<file path="src/hw/rtl/fsf_pkg.sv">
// shared types, constants and prefix tables of the frame slice filter
`default_nettype none
package fsf_pkg;

	localparam int INDEX_WIDTH = 32;
	localparam int STEP_W = 32;
	localparam int FRAME_W = 32;
	localparam int CMP_W = (INDEX_WIDTH > STEP_W) ? INDEX_WIDTH : STEP_W;
	localparam int DIV_CNT_W = $clog2(INDEX_WIDTH);
	localparam logic [DIV_CNT_W-1:0] DIV_LAST = DIV_CNT_W'(INDEX_WIDTH - 1);

	localparam int CFG_IDX_W = 2;
	localparam logic [CFG_IDX_W-1:0] REG_START = 2'd0;
	localparam logic [CFG_IDX_W-1:0] REG_STEP = 2'd1;
	localparam logic [CFG_IDX_W-1:0] REG_END = 2'd2;

	localparam int Q_DEPTH = 2;
	localparam int Q_PTR_W = $clog2(Q_DEPTH);
	localparam int Q_CNT_W = $clog2(Q_DEPTH + 1);

	localparam int PFX_COUNT = 5;
	localparam int POS_W = 4;
	localparam logic [POS_W-1:0] POS_MAX = 4'd15;
	localparam logic [7:0] CHAR_NL = 8'h0A;

	typedef enum logic [2:0] {
		KIND_NONE = 3'd0,
		KIND_PLAIN = 3'd1,
		KIND_FRAME = 3'd2,
		KIND_SECTION = 3'd3,
		KIND_END = 3'd4
	} line_kind_t;

	typedef struct packed {
		logic [7:0] data;
		line_kind_t kind;
	} fsf_entry_t;

	typedef struct packed {
		logic done;
		logic [STEP_W-1:0] rem;
	} fsf_phase_t;

	// prefix text as bytes, padded to one entry per line position
	// order: "#frm ", "#frame ", banner line, "#end ", "#section "
	localparam logic [7:0] PFX_TEXT [PFX_COUNT][16] = '{
		'{8'h23, 8'h66, 8'h72, 8'h6D, 8'h20, 8'h00, 8'h00, 8'h00,
		  8'h00, 8'h00, 8'h00, 8'h00, 8'h00, 8'h00, 8'h00, 8'h00},
		'{8'h23, 8'h66, 8'h72, 8'h61, 8'h6D, 8'h65, 8'h20, 8'h00,
		  8'h00, 8'h00, 8'h00, 8'h00, 8'h00, 8'h00, 8'h00, 8'h00},
		'{8'h23, 8'h43, 8'h79, 8'h74, 8'h6F, 8'h73, 8'h69, 8'h6D,
		  8'h20, 8'h00, 8'h00, 8'h00, 8'h00, 8'h00, 8'h00, 8'h00},
		'{8'h23, 8'h65, 8'h6E, 8'h64, 8'h20, 8'h00, 8'h00, 8'h00,
		  8'h00, 8'h00, 8'h00, 8'h00, 8'h00, 8'h00, 8'h00, 8'h00},
		'{8'h23, 8'h73, 8'h65, 8'h63, 8'h74, 8'h69, 8'h6F, 8'h6E,
		  8'h20, 8'h00, 8'h00, 8'h00, 8'h00, 8'h00, 8'h00, 8'h00}
	};
	localparam logic [POS_W-1:0] PFX_LEN [PFX_COUNT] = '{4'd5, 4'd7, 4'd9, 4'd5, 4'd9};
	localparam line_kind_t PFX_KIND [PFX_COUNT] =
		'{KIND_FRAME, KIND_FRAME, KIND_FRAME, KIND_END, KIND_SECTION};

endpackage
`default_nettype wire

</file>
<file path="src/hw/rtl/frame_slice_filter.sv">
// top level: frame slice filter over a text byte stream
// path: an accepted input beat is queued, then popped into the result register
// throughput: one byte per cycle, set by the single back-end update of the frame index
// while out_stall is low and the phase unit is idle; after a configuration write
// the back end waits for the phase unit; input beats are still queued (queue of two)
// reset: asynchronous, clears control and loads register defaults; no clearing pass
`default_nettype none
module frame_slice_filter (
	input  wire logic                           clk,
	input  wire logic                           arst_n,
	// configuration write port
	input  wire logic                           cfg_we,
	input  wire logic [fsf_pkg::CFG_IDX_W-1:0]  cfg_index,
	input  wire logic [fsf_pkg::STEP_W-1:0]     cfg_wdata,
	// input channel
	input  wire logic                           in_valid,
	output logic                                in_stall,
	input  wire logic [7:0]                     in_byte,
	// result channel
	output logic                                out_valid,
	input  wire logic                           out_stall,
	output logic [7:0]                          out_byte,
	output logic                                keep,
	output logic [2:0]                          line_kind,
	output logic [fsf_pkg::FRAME_W-1:0]         frame_index,
	output logic                                done_res
);

	// slice registers
	logic [fsf_pkg::STEP_W-1:0] start_q;
	logic [fsf_pkg::STEP_W-1:0] step_q;
	logic [fsf_pkg::STEP_W-1:0] end_q;

	// front to queue
	logic push;
	fsf_pkg::fsf_entry_t push_entry;
	// queue to back
	logic pop, q_full, q_empty;
	fsf_pkg::fsf_entry_t pop_entry;
	// phase unit
	logic div_busy;
	fsf_pkg::fsf_phase_t div_res;
	logic [fsf_pkg::INDEX_WIDTH-1:0] frame_count;

	// register writes; a zero step is held as one
	always_ff @(posedge clk or negedge arst_n) begin
		if (!arst_n) begin
			start_q <= '0;
			step_q <= fsf_pkg::STEP_W'(1);
			end_q <= '1;
		end else if (cfg_we) begin
			case (cfg_index)
				fsf_pkg::REG_START: start_q <= cfg_wdata;
				fsf_pkg::REG_STEP: step_q <= (cfg_wdata == '0) ? fsf_pkg::STEP_W'(1) : cfg_wdata;
				fsf_pkg::REG_END: end_q <= cfg_wdata;
				default: ;
			endcase
		end
	end

	// prefix tracking and line classification
	fsf_front u_front (
		.clk        (clk),
		.arst_n     (arst_n),
		.in_valid   (in_valid),
		.in_byte    (in_byte),
		.in_stall   (in_stall),
		.queue_full (q_full),
		.push       (push),
		.entry      (push_entry)
	);

	// decouples input acceptance from result backpressure
	fsf_queue u_queue (
		.clk       (clk),
		.arst_n    (arst_n),
		.push      (push),
		.entry_in  (push_entry),
		.pop       (pop),
		.entry_out (pop_entry),
		.full      (q_full),
		.empty     (q_empty)
	);

	// rebuilds the running slice phase after any register write
	fsf_phase_div u_div (
		.clk         (clk),
		.arst_n      (arst_n),
		.start       (cfg_we),
		.frame_count (frame_count),
		.slice_start (start_q),
		.slice_step  (step_q),
		.busy        (div_busy),
		.result      (div_res)
	);

	// frame index, keep decision, done flag, result beat
	fsf_back u_back (
		.clk         (clk),
		.arst_n      (arst_n),
		.empty       (q_empty),
		.entry       (pop_entry),
		.pop         (pop),
		.slice_start (start_q),
		.slice_step  (step_q),
		.slice_end   (end_q),
		.div_busy    (div_busy),
		.div_res     (div_res),
		.count       (frame_count),
		.out_valid   (out_valid),
		.out_stall   (out_stall),
		.out_byte    (out_byte),
		.keep        (keep),
		.line_kind   (line_kind),
		.frame_index (frame_index),
		.done_res    (done_res)
	);

endmodule
`default_nettype wire

</file>
<file path="src/hw/rtl/fsf_front.sv">
// front end: takes input beats, tracks line prefixes, classifies newlines
`default_nettype none
module fsf_front (
	input  wire logic               clk,
	input  wire logic               arst_n,
	input  wire logic               in_valid,
	input  wire logic [7:0]         in_byte,
	output logic                    in_stall,
	input  wire logic               queue_full,
	output logic                    push,
	output fsf_pkg::fsf_entry_t     entry
);

	logic [fsf_pkg::POS_W-1:0] pos_q;
	logic [fsf_pkg::PFX_COUNT-1:0] alive_q;
	logic [fsf_pkg::PFX_COUNT-1:0] alive_next;
	fsf_pkg::line_kind_t kind;
	logic is_nl;

	assign is_nl = (in_byte == fsf_pkg::CHAR_NL);
	assign in_stall = queue_full;
	assign push = in_valid && !queue_full;

	always_comb begin
		alive_next = alive_q;
		for (int k = 0; k < fsf_pkg::PFX_COUNT; k++) begin
			if (pos_q < fsf_pkg::PFX_LEN[k] && in_byte != fsf_pkg::PFX_TEXT[k][pos_q]) begin
				alive_next[k] = 1'b0;
			end
		end
		// first surviving prefix wins
		kind = fsf_pkg::KIND_PLAIN;
		for (int k = fsf_pkg::PFX_COUNT - 1; k >= 0; k--) begin
			if (alive_next[k]) begin
				kind = fsf_pkg::PFX_KIND[k];
			end
		end
		entry.data = in_byte;
		entry.kind = is_nl ? kind : fsf_pkg::KIND_NONE;
	end

	always_ff @(posedge clk or negedge arst_n) begin
		if (!arst_n) begin
			pos_q <= '0;
			alive_q <= '1;
		end else if (push) begin
			if (is_nl) begin
				pos_q <= '0;
				alive_q <= '1;
			end else begin
				alive_q <= alive_next;
				if (pos_q != fsf_pkg::POS_MAX) begin
					pos_q <= pos_q + 1'b1;
				end
			end
		end
	end

endmodule
`default_nettype wire

</file>
<file path="src/hw/rtl/fsf_queue.sv">
// short queue of classified beats between front and back
`default_nettype none
module fsf_queue (
	input  wire logic                clk,
	input  wire logic                arst_n,
	input  wire logic                push,
	input  wire fsf_pkg::fsf_entry_t entry_in,
	input  wire logic                pop,
	output fsf_pkg::fsf_entry_t      entry_out,
	output logic                     full,
	output logic                     empty
);

	fsf_pkg::fsf_entry_t mem [fsf_pkg::Q_DEPTH];
	logic [fsf_pkg::Q_PTR_W-1:0] wptr_q;
	logic [fsf_pkg::Q_PTR_W-1:0] rptr_q;
	logic [fsf_pkg::Q_CNT_W-1:0] cnt_q;

	assign full = (cnt_q == fsf_pkg::Q_CNT_W'(fsf_pkg::Q_DEPTH));
	assign empty = (cnt_q == '0);
	assign entry_out = mem[rptr_q];

	always_ff @(posedge clk) begin
		if (push) begin
			mem[wptr_q] <= entry_in;
		end
	end

	always_ff @(posedge clk or negedge arst_n) begin
		if (!arst_n) begin
			wptr_q <= '0;
			rptr_q <= '0;
			cnt_q <= '0;
		end else begin
			if (push) begin
				wptr_q <= (wptr_q == fsf_pkg::Q_PTR_W'(fsf_pkg::Q_DEPTH - 1)) ? '0 : wptr_q + 1'b1;
			end
			if (pop) begin
				rptr_q <= (rptr_q == fsf_pkg::Q_PTR_W'(fsf_pkg::Q_DEPTH - 1)) ? '0 : rptr_q + 1'b1;
			end
			if (push && !pop) begin
				cnt_q <= cnt_q + 1'b1;
			end else if (pop && !push) begin
				cnt_q <= cnt_q - 1'b1;
			end
		end
	end

endmodule
`default_nettype wire

</file>
<file path="src/hw/rtl/fsf_phase_div.sv">
// restoring remainder unit: (frame index - start) mod step, one bit a cycle
`default_nettype none
module fsf_phase_div (
	input  wire logic                             clk,
	input  wire logic                             arst_n,
	input  wire logic                             start,
	input  wire logic [fsf_pkg::INDEX_WIDTH-1:0]  frame_count,
	input  wire logic [fsf_pkg::STEP_W-1:0]       slice_start,
	input  wire logic [fsf_pkg::STEP_W-1:0]       slice_step,
	output logic                                  busy,
	output fsf_pkg::fsf_phase_t                   result
);

	typedef enum logic [1:0] {
		DIV_IDLE,
		DIV_LOAD,
		DIV_RUN
	} div_state_t;

	div_state_t state_q;
	logic [fsf_pkg::INDEX_WIDTH-1:0] dvd_q;
	logic [fsf_pkg::STEP_W-1:0] rem_q;
	logic [fsf_pkg::DIV_CNT_W-1:0] cnt_q;
	logic [fsf_pkg::STEP_W:0] trial;
	logic fits;
	logic [fsf_pkg::STEP_W-1:0] rem_step;
	logic [fsf_pkg::INDEX_WIDTH-1:0] diff;
	logic last;

	assign diff = fsf_pkg::INDEX_WIDTH'(fsf_pkg::CMP_W'(frame_count)
		- fsf_pkg::CMP_W'(slice_start));
	assign trial = {rem_q, dvd_q[fsf_pkg::INDEX_WIDTH-1]};
	assign fits = (trial >= {1'b0, slice_step});
	assign rem_step = fits ? fsf_pkg::STEP_W'(trial - {1'b0, slice_step})
		: trial[fsf_pkg::STEP_W-1:0];
	assign last = (cnt_q == fsf_pkg::DIV_LAST);
	assign busy = (state_q != DIV_IDLE);
	assign result.done = (state_q == DIV_RUN) && last;
	assign result.rem = rem_step;

	always_ff @(posedge clk or negedge arst_n) begin
		if (!arst_n) begin
			state_q <= DIV_IDLE;
			cnt_q <= '0;
		end else if (start) begin
			state_q <= DIV_LOAD;
		end else begin
			case (state_q)
				DIV_LOAD: begin
					dvd_q <= diff;
					rem_q <= '0;
					cnt_q <= '0;
					state_q <= DIV_RUN;
				end
				DIV_RUN: begin
					dvd_q <= {dvd_q[fsf_pkg::INDEX_WIDTH-2:0], 1'b0};
					rem_q <= rem_step;
					cnt_q <= cnt_q + 1'b1;
					if (last) begin
						state_q <= DIV_IDLE;
					end
				end
				default: begin
					state_q <= DIV_IDLE;
				end
			endcase
		end
	end

endmodule
`default_nettype wire

</file>
<file path="src/hw/rtl/fsf_back.sv">
// back end: frame counting, slice test, done flag and result register
`default_nettype none
module fsf_back (
	input  wire logic                             clk,
	input  wire logic                             arst_n,
	input  wire logic                             empty,
	input  wire fsf_pkg::fsf_entry_t              entry,
	output logic                                  pop,
	input  wire logic [fsf_pkg::STEP_W-1:0]       slice_start,
	input  wire logic [fsf_pkg::STEP_W-1:0]       slice_step,
	input  wire logic [fsf_pkg::STEP_W-1:0]       slice_end,
	input  wire logic                             div_busy,
	input  wire fsf_pkg::fsf_phase_t              div_res,
	output logic [fsf_pkg::INDEX_WIDTH-1:0]       count,
	output logic                                  out_valid,
	input  wire logic                             out_stall,
	output logic [7:0]                            out_byte,
	output logic                                  keep,
	output logic [2:0]                            line_kind,
	output logic [fsf_pkg::FRAME_W-1:0]           frame_index,
	output logic                                  done_res
);

	logic [fsf_pkg::INDEX_WIDTH-1:0] count_q, count_d, next_cnt;
	logic [fsf_pkg::STEP_W-1:0] phase_q, phase_d;
	logic [fsf_pkg::STEP_W:0] phase_inc;
	logic fin_q, fin_d;
	logic out_valid_q;
	logic [7:0] out_byte_q;
	logic out_keep_q, keep_d;
	fsf_pkg::line_kind_t out_kind_q, kind_d;
	logic [fsf_pkg::FRAME_W-1:0] out_index_q;
	logic out_done_q;
	logic [fsf_pkg::CMP_W-1:0] n_ext, next_ext, start_ext, end_ext;
	logic ge_start, gt_end, next_gt_end, next_is_start, carry, phase_wrap;

	assign n_ext = fsf_pkg::CMP_W'(count_q);
	assign next_cnt = count_q + 1'b1;
	assign next_ext = fsf_pkg::CMP_W'(next_cnt);
	assign start_ext = fsf_pkg::CMP_W'(slice_start);
	assign end_ext = fsf_pkg::CMP_W'(slice_end);
	assign ge_start = (n_ext >= start_ext);
	assign gt_end = (n_ext > end_ext);
	assign next_gt_end = (next_ext > end_ext);
	assign next_is_start = (next_ext == start_ext);
	assign carry = &count_q;
	assign phase_inc = {1'b0, phase_q} + 1'b1;
	assign phase_wrap = (phase_inc == {1'b0, slice_step});

	assign pop = !empty && !div_busy && (!out_valid_q || !out_stall);

	always_comb begin
		count_d = count_q;
		fin_d = fin_q;
		phase_d = phase_q;
		keep_d = 1'b0;
		kind_d = fsf_pkg::KIND_NONE;
		if (div_res.done) begin
			phase_d = div_res.rem;
		end
		if (pop && !fin_q) begin
			keep_d = ge_start && !gt_end && (phase_q == '0);
			kind_d = entry.kind;
			case (entry.kind)
				fsf_pkg::KIND_FRAME: begin
					if (gt_end) begin
						fin_d = 1'b1;
					end
				end
				fsf_pkg::KIND_END: begin
					count_d = next_cnt;
					if (carry || next_gt_end) begin
						fin_d = 1'b1;
					end
					if (next_is_start || phase_wrap) begin
						phase_d = '0;
					end else begin
						phase_d = phase_inc[fsf_pkg::STEP_W-1:0];
					end
				end
				default: ;
			endcase
		end
	end

	always_ff @(posedge clk or negedge arst_n) begin
		if (!arst_n) begin
			count_q <= '0;
			phase_q <= '0;
			fin_q <= 1'b0;
			out_valid_q <= 1'b0;
		end else begin
			count_q <= count_d;
			phase_q <= phase_d;
			fin_q <= fin_d;
			if (pop) begin
				out_valid_q <= 1'b1;
			end else if (!out_stall) begin
				out_valid_q <= 1'b0;
			end
		end
	end

	always_ff @(posedge clk) begin
		if (pop) begin
			out_byte_q <= entry.data;
			out_keep_q <= keep_d;
			out_kind_q <= kind_d;
			out_index_q <= fsf_pkg::FRAME_W'(count_d);
			out_done_q <= fin_d;
		end
	end

	assign count = count_q;
	assign out_valid = out_valid_q;
	assign out_byte = out_byte_q;
	assign keep = out_keep_q;
	assign line_kind = out_kind_q;
	assign frame_index = out_index_q;
	assign done_res = out_done_q;

	a_fin_sticky: assert property (@(posedge clk) disable iff (!arst_n)
		fin_q |=> fin_q)
		else $error("done flag cleared outside reset");

	a_fin_on_pop: assert property (@(posedge clk) disable iff (!arst_n)
		$rose(fin_q) |-> $past(pop))
		else $error("done flag set without a beat");

	a_count_on_end: assert property (@(posedge clk) disable iff (!arst_n)
		!$stable(count_q) |-> $past(pop && entry.kind == fsf_pkg::KIND_END))
		else $error("frame index moved without an end line");

	a_phase_range: assert property (@(posedge clk) disable iff (!arst_n)
		!div_busy && ge_start |-> phase_q < slice_step)
		else $error("slice phase out of range");

endmodule
`default_nettype wire
</file>
<file path="config.mk">
export PLATFORM = sky130hd
export DESIGN_NAME = frame_slice_filter
export DESIGN_NICKNAME = d
export VERILOG_FILES = /design/src/hw/rtl/fsf_pkg.sv /design/src/hw/rtl/frame_slice_filter.sv /design/src/hw/rtl/fsf_front.sv /design/src/hw/rtl/fsf_queue.sv /design/src/hw/rtl/fsf_phase_div.sv /design/src/hw/rtl/fsf_back.sv
export SDC_FILE = /design/constraint.sdc
export NUM_CORES = 1
export LEC_CHECK = 0
export BUFFER_PORTS_ARGS = -buffer_cell sky130_fd_sc_hd__buf_2
export CORE_ASPECT_RATIO = 1.25
export CORE_MARGIN = 2
export CORE_UTILIZATION = 52
export DETAILED_ROUTE_END_ITERATION = 16
export GPL_ROUTABILITY_DRIVEN = 0
export GPL_TIMING_DRIVEN = 0
export HOLD_SLACK_MARGIN = 0.02
export PLACE_DENSITY = 0.72
export SETUP_SLACK_MARGIN = 0.15
export SLEW_MARGIN = 30
export SYNTH_ARGS = -nofsm -noshare
export SYNTH_HDL_FRONTEND = slang
export SYNTH_SLANG_ARGS = --single-unit
</file>
<file path="constraint.sdc">
create_clock -name clk -period 3.4 [get_ports clk]
set_input_delay 0.68 -clock clk [delete_from_list [all_inputs] [get_ports clk]]
set_output_delay 0.68 -clock clk [all_outputs]
set_load 0.005 [all_outputs]
</file>
==> results of run 1 <==
flip-flops by register name (all words and copies together), names as in the netlist, 2 cells and up:
register / cells
u_back.out_byte: 8
step_q: 32
u_back.frame_index: 32
u_queue.cnt_q: 2
u_div.dvd_q: 32
start_q: 32
u_back.line_kind: 3
u_div.rem_q: 32
u_back.count: 32
u_queue.mem: 22
u_back.phase_q: 32
u_front.alive_q: 5
end_q: 32
u_front.pos_q: 4
u_div.state_q: 2
u_div.cnt_q: 5
kinds of logic after synthesis:
family / Yosys count / share of synthesized area
buf+inv: 290 / 0.0526
fa+ha+maj: 149 / 0.0858
mux: 86 / 0.0436
xor+xnor: 203 / 0.0870
simple gates: 727 / 0.171
compound gates: 570 / 0.171
flops: 313 / 0.390
routing by layer:
metal | vias up | global-route usage
met5 | - | 0
met4 | 2 | 0.230
met3 | 367 | 0.0370
met2 | 1087 | 0.532
met1 | 9754 | 0.375
li1 | 9094 | -
through the flow:
stage | util | area, um^2
global route | 0.651 | 27200
CTS | 0.627 | 26200
global placement | 0.554 | 23200
finish | 0.651 | 27200
detailed placement | 0.556 | 23300
floorplan | - | 22000
cell type report:
cell class / count / area, um^2
inverter: 159 / 606
tap: 559 / 699
fill: 3224 / 14600
timing repair buffer: 232 / 1760
clock buffer: 33 / 783
buffer: 130 / 845
timing repair inverter: 2 / 12.5
multi-input combinational: 1735 / 13600
antenna: 2 / 5.00
sequential: 313 / 8560
clock inverter: 25 / 332
worst max-delay path: stages, from the launching register on:
cell	delay (ns)
dfrtp_1	0.36
buf_6	0.14
nand3_4	0.12
buf_6	0.15
nor4_4	0.38
nand2_2	0.13
nor2_2	0.14
xor2_1	0.19
ha_1	0.27
a21o_1	0.17
a21o_1	0.19
a21oi_2	0.16
nor2b_1	0.07
o21ai_1	0.15
a21oi_1	0.10
nor4_2	0.36
a21oi_2	0.16
or3_4	0.37
cell usage after synthesis (all sizes together), types with 11 or more instances:
cell type and instances:
a31oi 42, nor2 114, nor4 52, ha 147, a211oi 11, and2 13, clkbuf 95, o21a 22
a21o 53, o21ai 152, nor3 51, nand3 85, and3 19, xnor2 126, edfxtp 131, xor2 69
nand2 221, a21oi 116, nand4 60, o31ai 12, nor2b 15, or3 15, nand2b 26, dfstp 38
a21boi 17, o221ai 20, inv 159, mux2 75, buf 36, o211ai 20, mux2i 11, dfrtp 144
a311oi 13
power groups by stage:
| stage | clock network [mW] | logic [mW] | registers (mW) |
|---|---|---|---|
| 6_report | 3.78 | 6.52 | 5.26 |
| 4_1_cts | 3.81 | 5.91 | 5.22 |
| 3_5_place_dp | 0 | 5.19 | 5.32 |
| 2_1_floorplan | 0 | 3.83 | 5.16 |
| 3_3_place_gp | 0 | 5.03 | 5.30 |
| 5_1_grt | 3.93 | 7.03 | 5.32 |
placed cells by master (no fill, tap or decap), drive strengths merged, types with 17 or more instances in the layout:
cell type  netlist  final
o211ai          20     20
inv            159    160
clkbuf          95    118
nand2b          26     26
mux2            75     75
nor4            52     52
o221ai          20     20
a21boi          17     17
dfrtp          144    144
o21a            22     22
buf             36    276
a21o            53     53
nand3           85     85
edfxtp         131    131
nand4           60     60
a31oi           42     42
nand2          221    221
ha             147    147
xor2            69     69
nor2           114    114
o21ai          152    152
xnor2          126    126
and3            19     19
a21oi          116    116
nor3            51     51
dfstp           38     38
worst paths after layout:
check / from / end / cells after the start
max in group asynchronous: arst_n / step_q[29] / 4
min: in_byte[1] / u_queue.mem[0][4] / 1
max: u_back.count[7] / u_back.done_res / 17
min in group asynchronous: arst_n / u_back.count[2] / 2
max reg2reg: u_back.count[7] / u_back.done_res / 17
min reg2reg: u_front.alive_q[2] / u_front.alive_q[2] / 2
repair_timing:
action,CTS,global route
hold buffers,1,0
hold endpoints to repair,36,0
endpoints found under the setup margin,143,120
cloned,5,0
setup buffers,87,46
gates resized for setup,251,160
pin swaps,95,62
==> run summary, run 1 <==
The number of max-slew violations in the final report was 0; the number of design-rule violations left by the first detailed-router iteration was 1,716. The tools report the number of antenna violations at the first check in global routing as 2. The flow ran to the end, but the final reports show violations.

The tools report the type of element launching the critical path as a flip-flop. The setup path with the least slack is of type reg -> reg. The die covers 0.0438 mm^2. The initial core utilization is 0.524, and the synthesized area divided by synthesized cell count is 9.37 um^2.

The row count was 84. TritonCTS built the clock tree. The largest net degree at the start of global routing is 74, and the worst-case hold slack is 0.311 ns.

Dividing total power by cell area gives a power density of 572 mW/mm^2. The tools report the total count of hold-check failures in the final report as 0. The run gives 19,700 as the via count of the first global-routing pass. The fraction of final layout cells sized beyond drive strength 1 is 0.264, and the maximum ir drop on the vdd rail is 393 uV.

The region available for standard cell placement spans 0.0418 mm^2. For flop-to-flop paths, the worst setup slack is -0.49 ns. For this run, the top clock speed supported by timing is 257 MHz. The vertical extent of the die is 233 um, and the number of unique standard cell types used by synthesis is 92. Wires add up to 72,500 um. The logs give 108,000 um for the first-pass GRT wire length and 3,190 for the final cell count without fillers.

The post-CTS clock slew at the launch and capture registers of the worst setup and hold paths is 0.06 ns. The global-route usage over all layers is 0.315, and the critical path data arrival time is 4.21 ns. Cell internal power was estimated by the tool at 9.72 mW. The fraction of power spent switching nets came out at 0.375. For the combinational share of power, the log shows 0.419. Compared with the post-synthesis result, the final layout area differs by 24.3%. Count of flip-flops with a built-in enable after synthesis: 131. For the register area share after synthesis, the log shows 0.390. Class of the most critical hold timing path: in -> reg. The detailed router used layers up to and including met5. Dividing the detail-routed via count by the number of cells gives 6.36. The cell sitting at the root of the clock tree is a clkbuf_16. The number of nets handed over by synthesis was 2,534.

The count of buffers added on input and output ports is 92. The run gives 1 as the H-tree depth reported by CTS. The logs give 3 for the largest buffer count on any clock path and 0 for the max-capacitance violation count. The detailed route wirelength on metal3 is 5110 um. The final route contains 20,304 vias. By area the synthesized netlist is led by edfxtp_1 18%, dfrtp_1 16%, ha_1 8.4%. The logs give 0 for the antenna violation net count after detailed routing and 6 for the total iterations of the first detailed-routing run. The clock arrives with 0.0393 ns of skew.

During synthesis, Yosys emitted a total of 0 warnings. The tools report the power spent charging and discharging nets as 5.84 mW. After detailed routing, the number of remaining DRC violations is 0. After detailed routing, the wire length on met1 is 27,300 um. The average wire length per cell after detail routing is 22.7 um, and the final layout net count is 2,800.

The commonest register cell after synthesis is dfrtp_1. The run gives 0.463 as the worst-case headroom to the max-slew limit. Setup repair after global routing could not meet its margin everywhere.

Along the worst path, the maximum fanout reaches 6. The tools report the number of clock buffers inserted by TritonCTS as 31. The logs give 0.243 for the clock network power share and 0 for the global route total overflow. The logs give 0.338 for the share of total power in sequential cells and 94 for the top-level I/O count. Once placement completed, the tool counted placed cells totaling 2,992. The completed layout was analyzed and its total power is 15.6 mW. The checks that failed: setup timing.

The part of the cycle the worst path needs came out at 1.14. Kind of end point of the critical path: a flip-flop. The chip width is 188 um, and the clock network latency to the later pin of the worst-skew pair is 0.61 ns. Before CTS, the worst setup slack after placement is -1.51 ns. The area share of the leading cell type in the synthesized netlist is 0.180. At the worst endpoint, the required time is 3.72 ns. In the synthesized netlist, the number of instances is 2,338. In this run the cell area of the synthesized design comes to 0.0219 mm^2. The post-detailed-placement half-perimeter wirelength was 50,700 um.

The worst path needs 3.89 ns of the cycle, external delays included. The tools report the post-layout worst setup margin as -0.487 ns. The worst-margin pin slew works out to 0.801 ns. Synthesis inferred 313 register bits.

The run gives 313 as the clock sink total. Adding up every negative setup slack in the final design gives -9.17 ns. The biggest area contributor in the post-synthesis netlist is edfxtp_1. The fraction of synthesis flops using an asynchronous set or reset pin is 0.581, and the routed length on met2 is 34,100 um. Final setup violation count: 34. The run gives 11.4 nW as the leakage dissipation.
No activity file was read; power rests on OpenSTA's default activity.
==> run 2: changes to the inputs <==
--- a/config.mk
+++ b/config.mk
@@ -19,3 +19,4 @@
 export SYNTH_ARGS = -nofsm -noshare
 export SYNTH_HDL_FRONTEND = slang
 export SYNTH_SLANG_ARGS = --single-unit
+export TNS_END_PERCENT = 50
==> run 2 against run 1 <==
The flow still finishes with violations (setup timing). Maximum frequency is 0.41% lower. Via count is 1.1% lower. Count of clock-buffer cells in the layout stayed put. Flip-flop and latch count stayed put. Core utilization is 0.29 points lower. Clock skew is 0.00061 ns lower. Worst setup slack worse by 0.016 ns. Hold slack hardly changed. Combinational power is 1% lower. Die area stayed put. Highest routed layer unchanged.
==> run summary, run 2 (synthesis gave the netlist of run 1 again) <==
The flow ran to the end, but the final reports show violations. Failing checks: setup timing (unchanged). The fraction of final layout cells sized beyond drive strength 1 was 0.265 (was 0.264); the largest net degree at the start of global routing was 74 (unchanged). The logs give 0.61 ns (about the same) for the clock network latency to the later pin of the worst-skew pair and 108,000 um (about the same) for the first-pass GRT wire length.

The global-route usage over all layers was 0.315 (about the same). The timing startpoint of the critical path was u_back.count[17] (was u_back.count[7]). The max-capacitance violation count is 0 (unchanged), and the post-layout worst setup margin is -0.503 ns (was -0.487 ns). The reg-to-reg critical path startpoint was u_back.count[17] (was u_back.count[7]). The type of element launching the critical path was a flip-flop (unchanged). Termination of the worst setup path: u_back.done_res (unchanged). The final layout net count was 2,787 (was 2,800).

Biggest fanout along the worst timing path: 7 (was 6). The average wire length per cell after detail routing works out to 22.7 um (about the same). The post-CTS clock slew at the launch and capture registers of the worst setup and hold paths was 0.06 ns (about the same); the top-level I/O count was 94 (unchanged). The logs give 50,700 um (unchanged) for the post-detailed-placement half-perimeter wirelength and 84 (unchanged) for the row count.

The power per cell area works out to 571 mW/mm^2 (was 572 mW/mm^2). Setup repair after global routing could not meet its margin everywhere. Maximum operating frequency: 256 MHz (was 257 MHz). The run gives -11.24 ns (was -9.17 ns) as the setup TNS. The clock sink total is 313 (unchanged), and the critical path required time is 3.72 ns (about the same). The die outline area came out at 0.0438 mm^2 (unchanged). The critical path data arrival time was 4.22 ns (was 4.21 ns); the global route total overflow was 0 (unchanged). The tools report the via count of the first global-routing pass as 19,633 (was 19,700).

The buffer type at the clock tree root is clkbuf_16 (unchanged). The clock tree skew after final layout is 0.0387 ns (was 0.0393 ns), and the area of the core is 0.0418 mm^2 (unchanged). For the maximum ir drop on the vdd rail, the log shows 403 uV (was 393 uV). The number of vias per cell is 6.32 (was 6.36), and the initial core utilization is 0.524 (unchanged). The vertical extent of the die was 233 um (unchanged). For the number of clock buffers inserted by TritonCTS, the log shows 31 (unchanged). The run gives 0.0136 mm^2 (about the same) as the area occupied by multi-input gates. The number of cells traversed by the worst register-to-register path was 17 (unchanged); the residual DRC count was 0 (unchanged). Most frequent standard cell in the layout excluding fill and tap cells: nand2_1 (unchanged). The minimum setup slack among reg-to-reg paths was -0.50 ns (was -0.49 ns); the synthesis-to-finish area growth was 23.7% (was 24.3%). Total iterations of the first detailed-routing run: 8 (was 6).

The critical path class was reg -> reg (unchanged). The class of the most critical hold timing path is in -> reg (unchanged). TritonCTS built the clock tree. The antenna diode instance count is 0 (was 2), and the total via count in the routed design is 20,079 (was 20,304). The worst flop-to-flop path endpoint is u_back.done_res (unchanged). The logs give 0.00856 mm^2 (about the same) for the area occupied by registers and 1 (was 2) for the number of antenna violations at the first check in global routing. The run gives 11.3 nW (was 11.4 nW) as the leakage dissipation. The chip width came out at 188 um (unchanged). The H-tree depth reported by CTS is 1 (unchanged), and the number of design-rule violations left by the first detailed-router iteration is 1,796 (was 1,716). The total wire length after detailed routing was 72,000 um (was 72,500 um). The worst-margin pin slew works out to 0.790 ns (was 0.801 ns). The part of the cycle the worst path needs was 1.15 (was 1.14); the total of buffers placed on input and output ports was 92 (unchanged). Commonest cells after routing, fill and taps aside: 216 x nand2_1, 152 x inv_1, 134 x o21ai_0 (was 216 x nand2_1, 154 x inv_1, 136 x o21ai_0).

The core occupancy in the finished layout was 0.648 (was 0.651); the total count of hold-check failures in the final report was 0 (unchanged). The count of filler cells inserted in the layout was 3,264 (was 3,224); the worst-case headroom to the max-slew limit was 0.471 (was 0.463). The final setup violation count was 34 (unchanged); the minimum clock period was 3.90 ns (was 3.89 ns).

The antenna violation net count after detailed routing came out at 0 (unchanged). The kind of end point of the critical path was a flip-flop (unchanged). For the number of max-slew violations in the final report, the log shows 0 (unchanged).

The largest buffer count on any clock path came out at 3 (unchanged). The pre-CTS setup slack was -1.51 ns (unchanged).
==> run 2: cell types whose count changed in the layout (fill, tap and decap cells not counted), sizes merged <==
cell	delta
diode	-2
buf	-12
clkbuf	-1
==> run 2: worst max-delay path, cell delays in order, from the launching register on <==
cell	delay (ns)
dfrtp_1	0.39
buf_6	0.15
nand4_1	0.10
buf_6	0.16
nor4_4	0.33
nand2_2	0.13
nor2_2	0.15
xor2_1	0.19
ha_1	0.27
a21o_1	0.17
a21o_1	0.20
a21oi_2	0.16
nor2b_1	0.07
o21ai_1	0.15
a21oi_1	0.10
nor4_2	0.38
a21oi_2	0.17
or3_4	0.37
==> run 2: how the worst min path moves through the flow <==
stage	startpoint	end	slack (ns)	cells after the start
floorplan	arst_n	start_q[0]	0.38	0
global placement	u_front.alive_q[1]	u_front.alive_q[1]	0.46	2
detailed placement	u_div.cnt_q[4]	u_div.cnt_q[4]	0.47	2
CTS	in_byte[1]	u_queue.mem[1][4]	0.29	1
global route	in_byte[4]	u_queue.mem[1][7]	0.31	1
finish	in_byte[1]	u_queue.mem[0][4]	0.31	1
==> run 2: where the power goes <==
part | internal (mW) | leakage, nW | switching (mW)
clock network | 2.21 | 0.535 | 1.56
registers | 4.76 | 3.42 | 0.505
logic | 2.70 | 7.34 | 3.73
==> run 2: metal layers <==
| layer | global-route usage | vias up | routed length (um) |
|---|---|---|---|
| met1 | 0.379 | 9572 | 27300 |
| li1 | - | 9073 | - |
| met3 | 0.0320 | 372 | 4920 |
| met4 | 0.224 | 2 | 6210 |
| met5 | 0 | - | 12 |
| met2 | 0.531 | 1060 | 33600 |
==> run 2: layout make-up <==
class                      count  area share
buffer                       130      0.0311
tap                          559      0.0258
multi-input combinational   1735       0.503
timing repair buffer         219      0.0607
sequential                   313       0.316
inverter                     159      0.0222
clock buffer                  33      0.0289
clock inverter                25      0.0122
timing repair inverter         2    0.000462
==> run 2: through the flow <==
step / hold WS (ns) / instances / power [mW] / instance area, um^2
6_report: 0.312 / 3175 / 15.5 / 27100
5_1_grt: 0.312 / 3175 / 16.2 / 27100
4_1_cts: 0.292 / 3130 / 14.8 / 26100
3_5_place_dp: 0.467 / 2992 / 10.5 / 23300
3_3_place_gp: 0.457 / 2989 / 10.3 / 23200
2_1_floorplan: 0.384 / 2338 / 8.99 / 22000
==> run 2: timing repair <==
action	CTS	global route
endpoints found under the setup margin	143	125
hold buffers	1	0
pin swaps	87	54
gates resized for setup	233	189
setup buffers	75	44
hold endpoints to repair	36	0
gates cloned	5	1
==> run 3: changes to the inputs <==
--- a/config.mk
+++ b/config.mk
@@ -8,12 +8,11 @@
 export BUFFER_PORTS_ARGS = -buffer_cell sky130_fd_sc_hd__buf_2
 export CORE_ASPECT_RATIO = 1.25
 export CORE_MARGIN = 2
-export CORE_UTILIZATION = 52
+export CORE_UTILIZATION = 45
 export DETAILED_ROUTE_END_ITERATION = 16
 export GPL_ROUTABILITY_DRIVEN = 0
-export GPL_TIMING_DRIVEN = 0
 export HOLD_SLACK_MARGIN = 0.02
-export PLACE_DENSITY = 0.72
+export PLACE_DENSITY = 0.64
 export SETUP_SLACK_MARGIN = 0.15
 export SLEW_MARGIN = 30
 export SYNTH_ARGS = -nofsm -noshare
==> run 3 against run 2 <==
The run still ends with setup timing left. Sequential share of layout area about the same. Flip-flop and latch count is the same. Combinational power down 3%. Hold slack worse by 0.080 ns. Non-clock buffer count rose by 18. Global-route usage shrank 4.7 points. Critical endpoint is now u_back.phase_q[22]. Largest cell class unchanged. Highest routed layer is now met4.
==> run summary, run 3 (synthesis gave the netlist of run 1 again) <==
The critical path class is reg -> reg (unchanged). The run gives 94 (unchanged) as the top-level I/O count. The average wire length per cell after detail routing is 21.5 um (was 22.7 um). The clock network latency to the later pin of the worst-skew pair came out at 0.58 ns (was 0.61 ns). The leakage dissipation is 11.5 nW (was 11.3 nW), and the minimum clock period is 3.49 ns (was 3.90 ns).

The number of vias per cell is 5.99 (was 6.32), and the count of filler cells inserted in the layout is 4,213 (was 3,264). The fraction of final layout cells sized beyond drive strength 1 works out to 0.266 (was 0.265). Total wire length after detailed routing: 70,400 um (was 72,000 um). The power per cell area is 555 mW/mm^2 (was 571 mW/mm^2). The run finished, with violations left. For the total via count in the routed design, the log shows 19,602 (was 20,079). The tools report the hold-fix buffer count after cts as 0 (was 1). The logs give 7 (was 34) for the final setup violation count and 0.0149 ns (was 0.0387 ns) for the clock tree skew after final layout.

The maximum operating frequency is 287 MHz (was 256 MHz). Failing checks: setup timing (unchanged). The final layout net count was 2,803 (was 2,787). The residual DRC count came out at 0 (unchanged). The area occupied by registers was 0.00854 mm^2 (was 0.00856 mm^2); the clock sink total was 313 (unchanged). The total count of hold-check failures in the final report is 0 (unchanged). The minimum setup slack among reg-to-reg paths was -0.09 ns (was -0.50 ns); the chip width was 201 um (was 188 um). Setup repair after global routing could not meet its margin everywhere. The post-CTS clock slew at the launch and capture registers of the worst setup and hold paths works out to 0.07 ns (was 0.06 ns). The number of design-rule violations left by the first detailed-router iteration is 1,688 (was 1,796). The synthesis-to-finish area growth is 23.5% (was 23.7%). Worst flop-to-flop path endpoint: u_back.phase_q[22] (was u_back.done_res). Maximum ir drop on the vdd rail: 360 uV (was 403 uV). The post-detailed-placement half-perimeter wirelength is 52,100 um (was 50,700 um). The buffer type at the clock tree root was clkbuf_16 (unchanged). The number of max-slew violations in the final report is 0 (unchanged). Type of element launching the critical path: a flip-flop (unchanged). The run gives 90 (was 84) as the row count.

The die outline area was 0.0505 mm^2 (was 0.0438 mm^2). The H-tree depth reported by CTS was 1 (unchanged); the vertical extent of the die was 251 um (was 233 um). The largest net degree at the start of global routing is 117 (was 74), and the total iterations of the first detailed-routing run is 6 (was 8).

The antenna violation net count after detailed routing is 0 (unchanged). Sum of internal, switching and leakage power: 15.0 mW (was 15.5 mW). The total of buffers placed on input and output ports works out to 93 (was 92). The worst-case hold slack was 0.231 ns (was 0.312 ns). The worst-margin pin slew is 0.835 ns (was 0.790 ns), and the critical path required time is 3.86 ns (was 3.72 ns). The initial core utilization is 0.455 (was 0.524), and the part of the cycle the worst path needs is 1.03 (was 1.15).

The antenna diode instance count was 0 (unchanged). The reg-to-reg critical path startpoint is u_back.count[0] (was u_back.count[17]). The tools report the area of the core as 0.0482 mm^2 (was 0.0418 mm^2).

For the critical path data arrival time, the log shows 3.95 ns (was 4.22 ns). The global route total overflow was 0 (unchanged); the post-layout worst setup margin was -0.0871 ns (was -0.503 ns). Class of the most critical hold timing path: in -> async (was in -> reg).

The run gives 0 (was 1) as the number of antenna violations at the first check in global routing. The max-capacitance violation count came out at 0 (unchanged). The biggest fanout along the worst timing path was 6 (was 7); the via count of the first global-routing pass was 19,270 (was 19,633). The run gives 0.443 (was 0.471) as the worst-case headroom to the max-slew limit. Commonest cells after routing, fill and taps aside: 246 x buf_4, 218 x nand2_1, 156 x inv_1 (was 216 x nand2_1, 152 x inv_1, 134 x o21ai_0).

The tools report the global-route usage over all layers as 0.268 (was 0.315). The largest buffer count on any clock path was 3 (unchanged). The run gives 31 (unchanged) as the number of clock buffers inserted by TritonCTS. The tools report the first-pass GRT wire length as 107,000 um (was 108,000 um). For the area occupied by multi-input gates, the log shows 0.0133 mm^2 (was 0.0136 mm^2). The most frequent standard cell in the layout excluding fill and tap cells was buf_4 (was nand2_1).

TritonCTS built the clock tree. Kind of end point of the critical path: a flip-flop (unchanged). The number of cells traversed by the worst register-to-register path was 14 (was 17).
[run 3: what timing repair did]
item,CTS,global route
setup endpoints to repair,60,70
pin swaps,30,69
buffers inserted,7,7
gates resized for setup,56,133
cloned,3,2
[run 3: area by class of cell]
class,count,share of cell area
Clock inverter,19,0.00670
Clock buffer,38,0.0300
Tap cell,644,0.0298
Timing Repair Buffer,367,0.104
Sequential cell,313,0.316
Multi-Input combinational cell,1735,0.491
Inverter,159,0.0222
[run 3: worst max-delay path, cell delays in order, from the launching register on]
cell and delay, ns:
dfrtp_1 0.37, ha_2 0.21, nand3_2 0.09, or4_4 0.53, buf_8 0.16, buf_6 0.13, xnor2_4 0.12, xnor2_1 0.13
a2111o_1 0.32, nor4_4 0.33, a31oi_4 0.17, buf_12 0.18, buf_16 0.13, and2_4 0.19, a221o_1 0.31
[run 3: where the power goes]
| group | switching, mW | internal [mW] |
|---|---|---|
| clock network | 1.53 | 1.92 |
| registers | 0.569 | 4.76 |
| logic | 3.48 | 2.76 |
| total | 5.57 | 9.44 |
[run 3: per-layer routing]
layer	up-vias	global-route usage	wire (um)	share of wire
met5	-	0	0	0
met4	0	0.146	4610	0.066
met3	242	0.0249	3580	0.051
met2	779	0.464	34200	0.49
met1	9491	0.330	28000	0.40
li1	9090	-	-	-
[run 3: worst max-delay path by stage]
| stage | cells after the start | startpoint | slack (ns) | endpoint |
|---|---|---|---|---|
| after floorplan | 15 | u_back.count[1] | 0.05 | u_back.done_res |
| after global placement | 12 | u_back.count[1] | -0.1 | u_back.phase_q[22] |
| after detailed placement | 13 | u_back.count[0] | -0.16 | u_back.phase_q[22] |
| after CTS | 13 | u_back.count[0] | -0.12 | u_back.phase_q[14] |
| after global routing | 15 | u_back.count[1] | -0.25 | u_back.done_res |
| final | 14 | u_back.count[0] | -0.09 | u_back.phase_q[22] |
[run 3: metrics by stage]
stage | utilization | instance area [um^2] | setup WS [ns] | instances | TNS (ns)
3_5_place_dp | 0.514 | 24800 | -0.165 | 3199 | -1.99
2_1_floorplan | - | 22000 | 0.0517 | 2338 | 0
3_3_place_gp | 0.514 | 24800 | -0.0990 | 3199 | -0.624
5_1_grt | 0.562 | 27100 | -0.246 | 3275 | -4.28
4_1_cts | 0.542 | 26100 | -0.120 | 3266 | -1.31
6_report | 0.562 | 27100 | -0.0871 | 3275 | -0.449
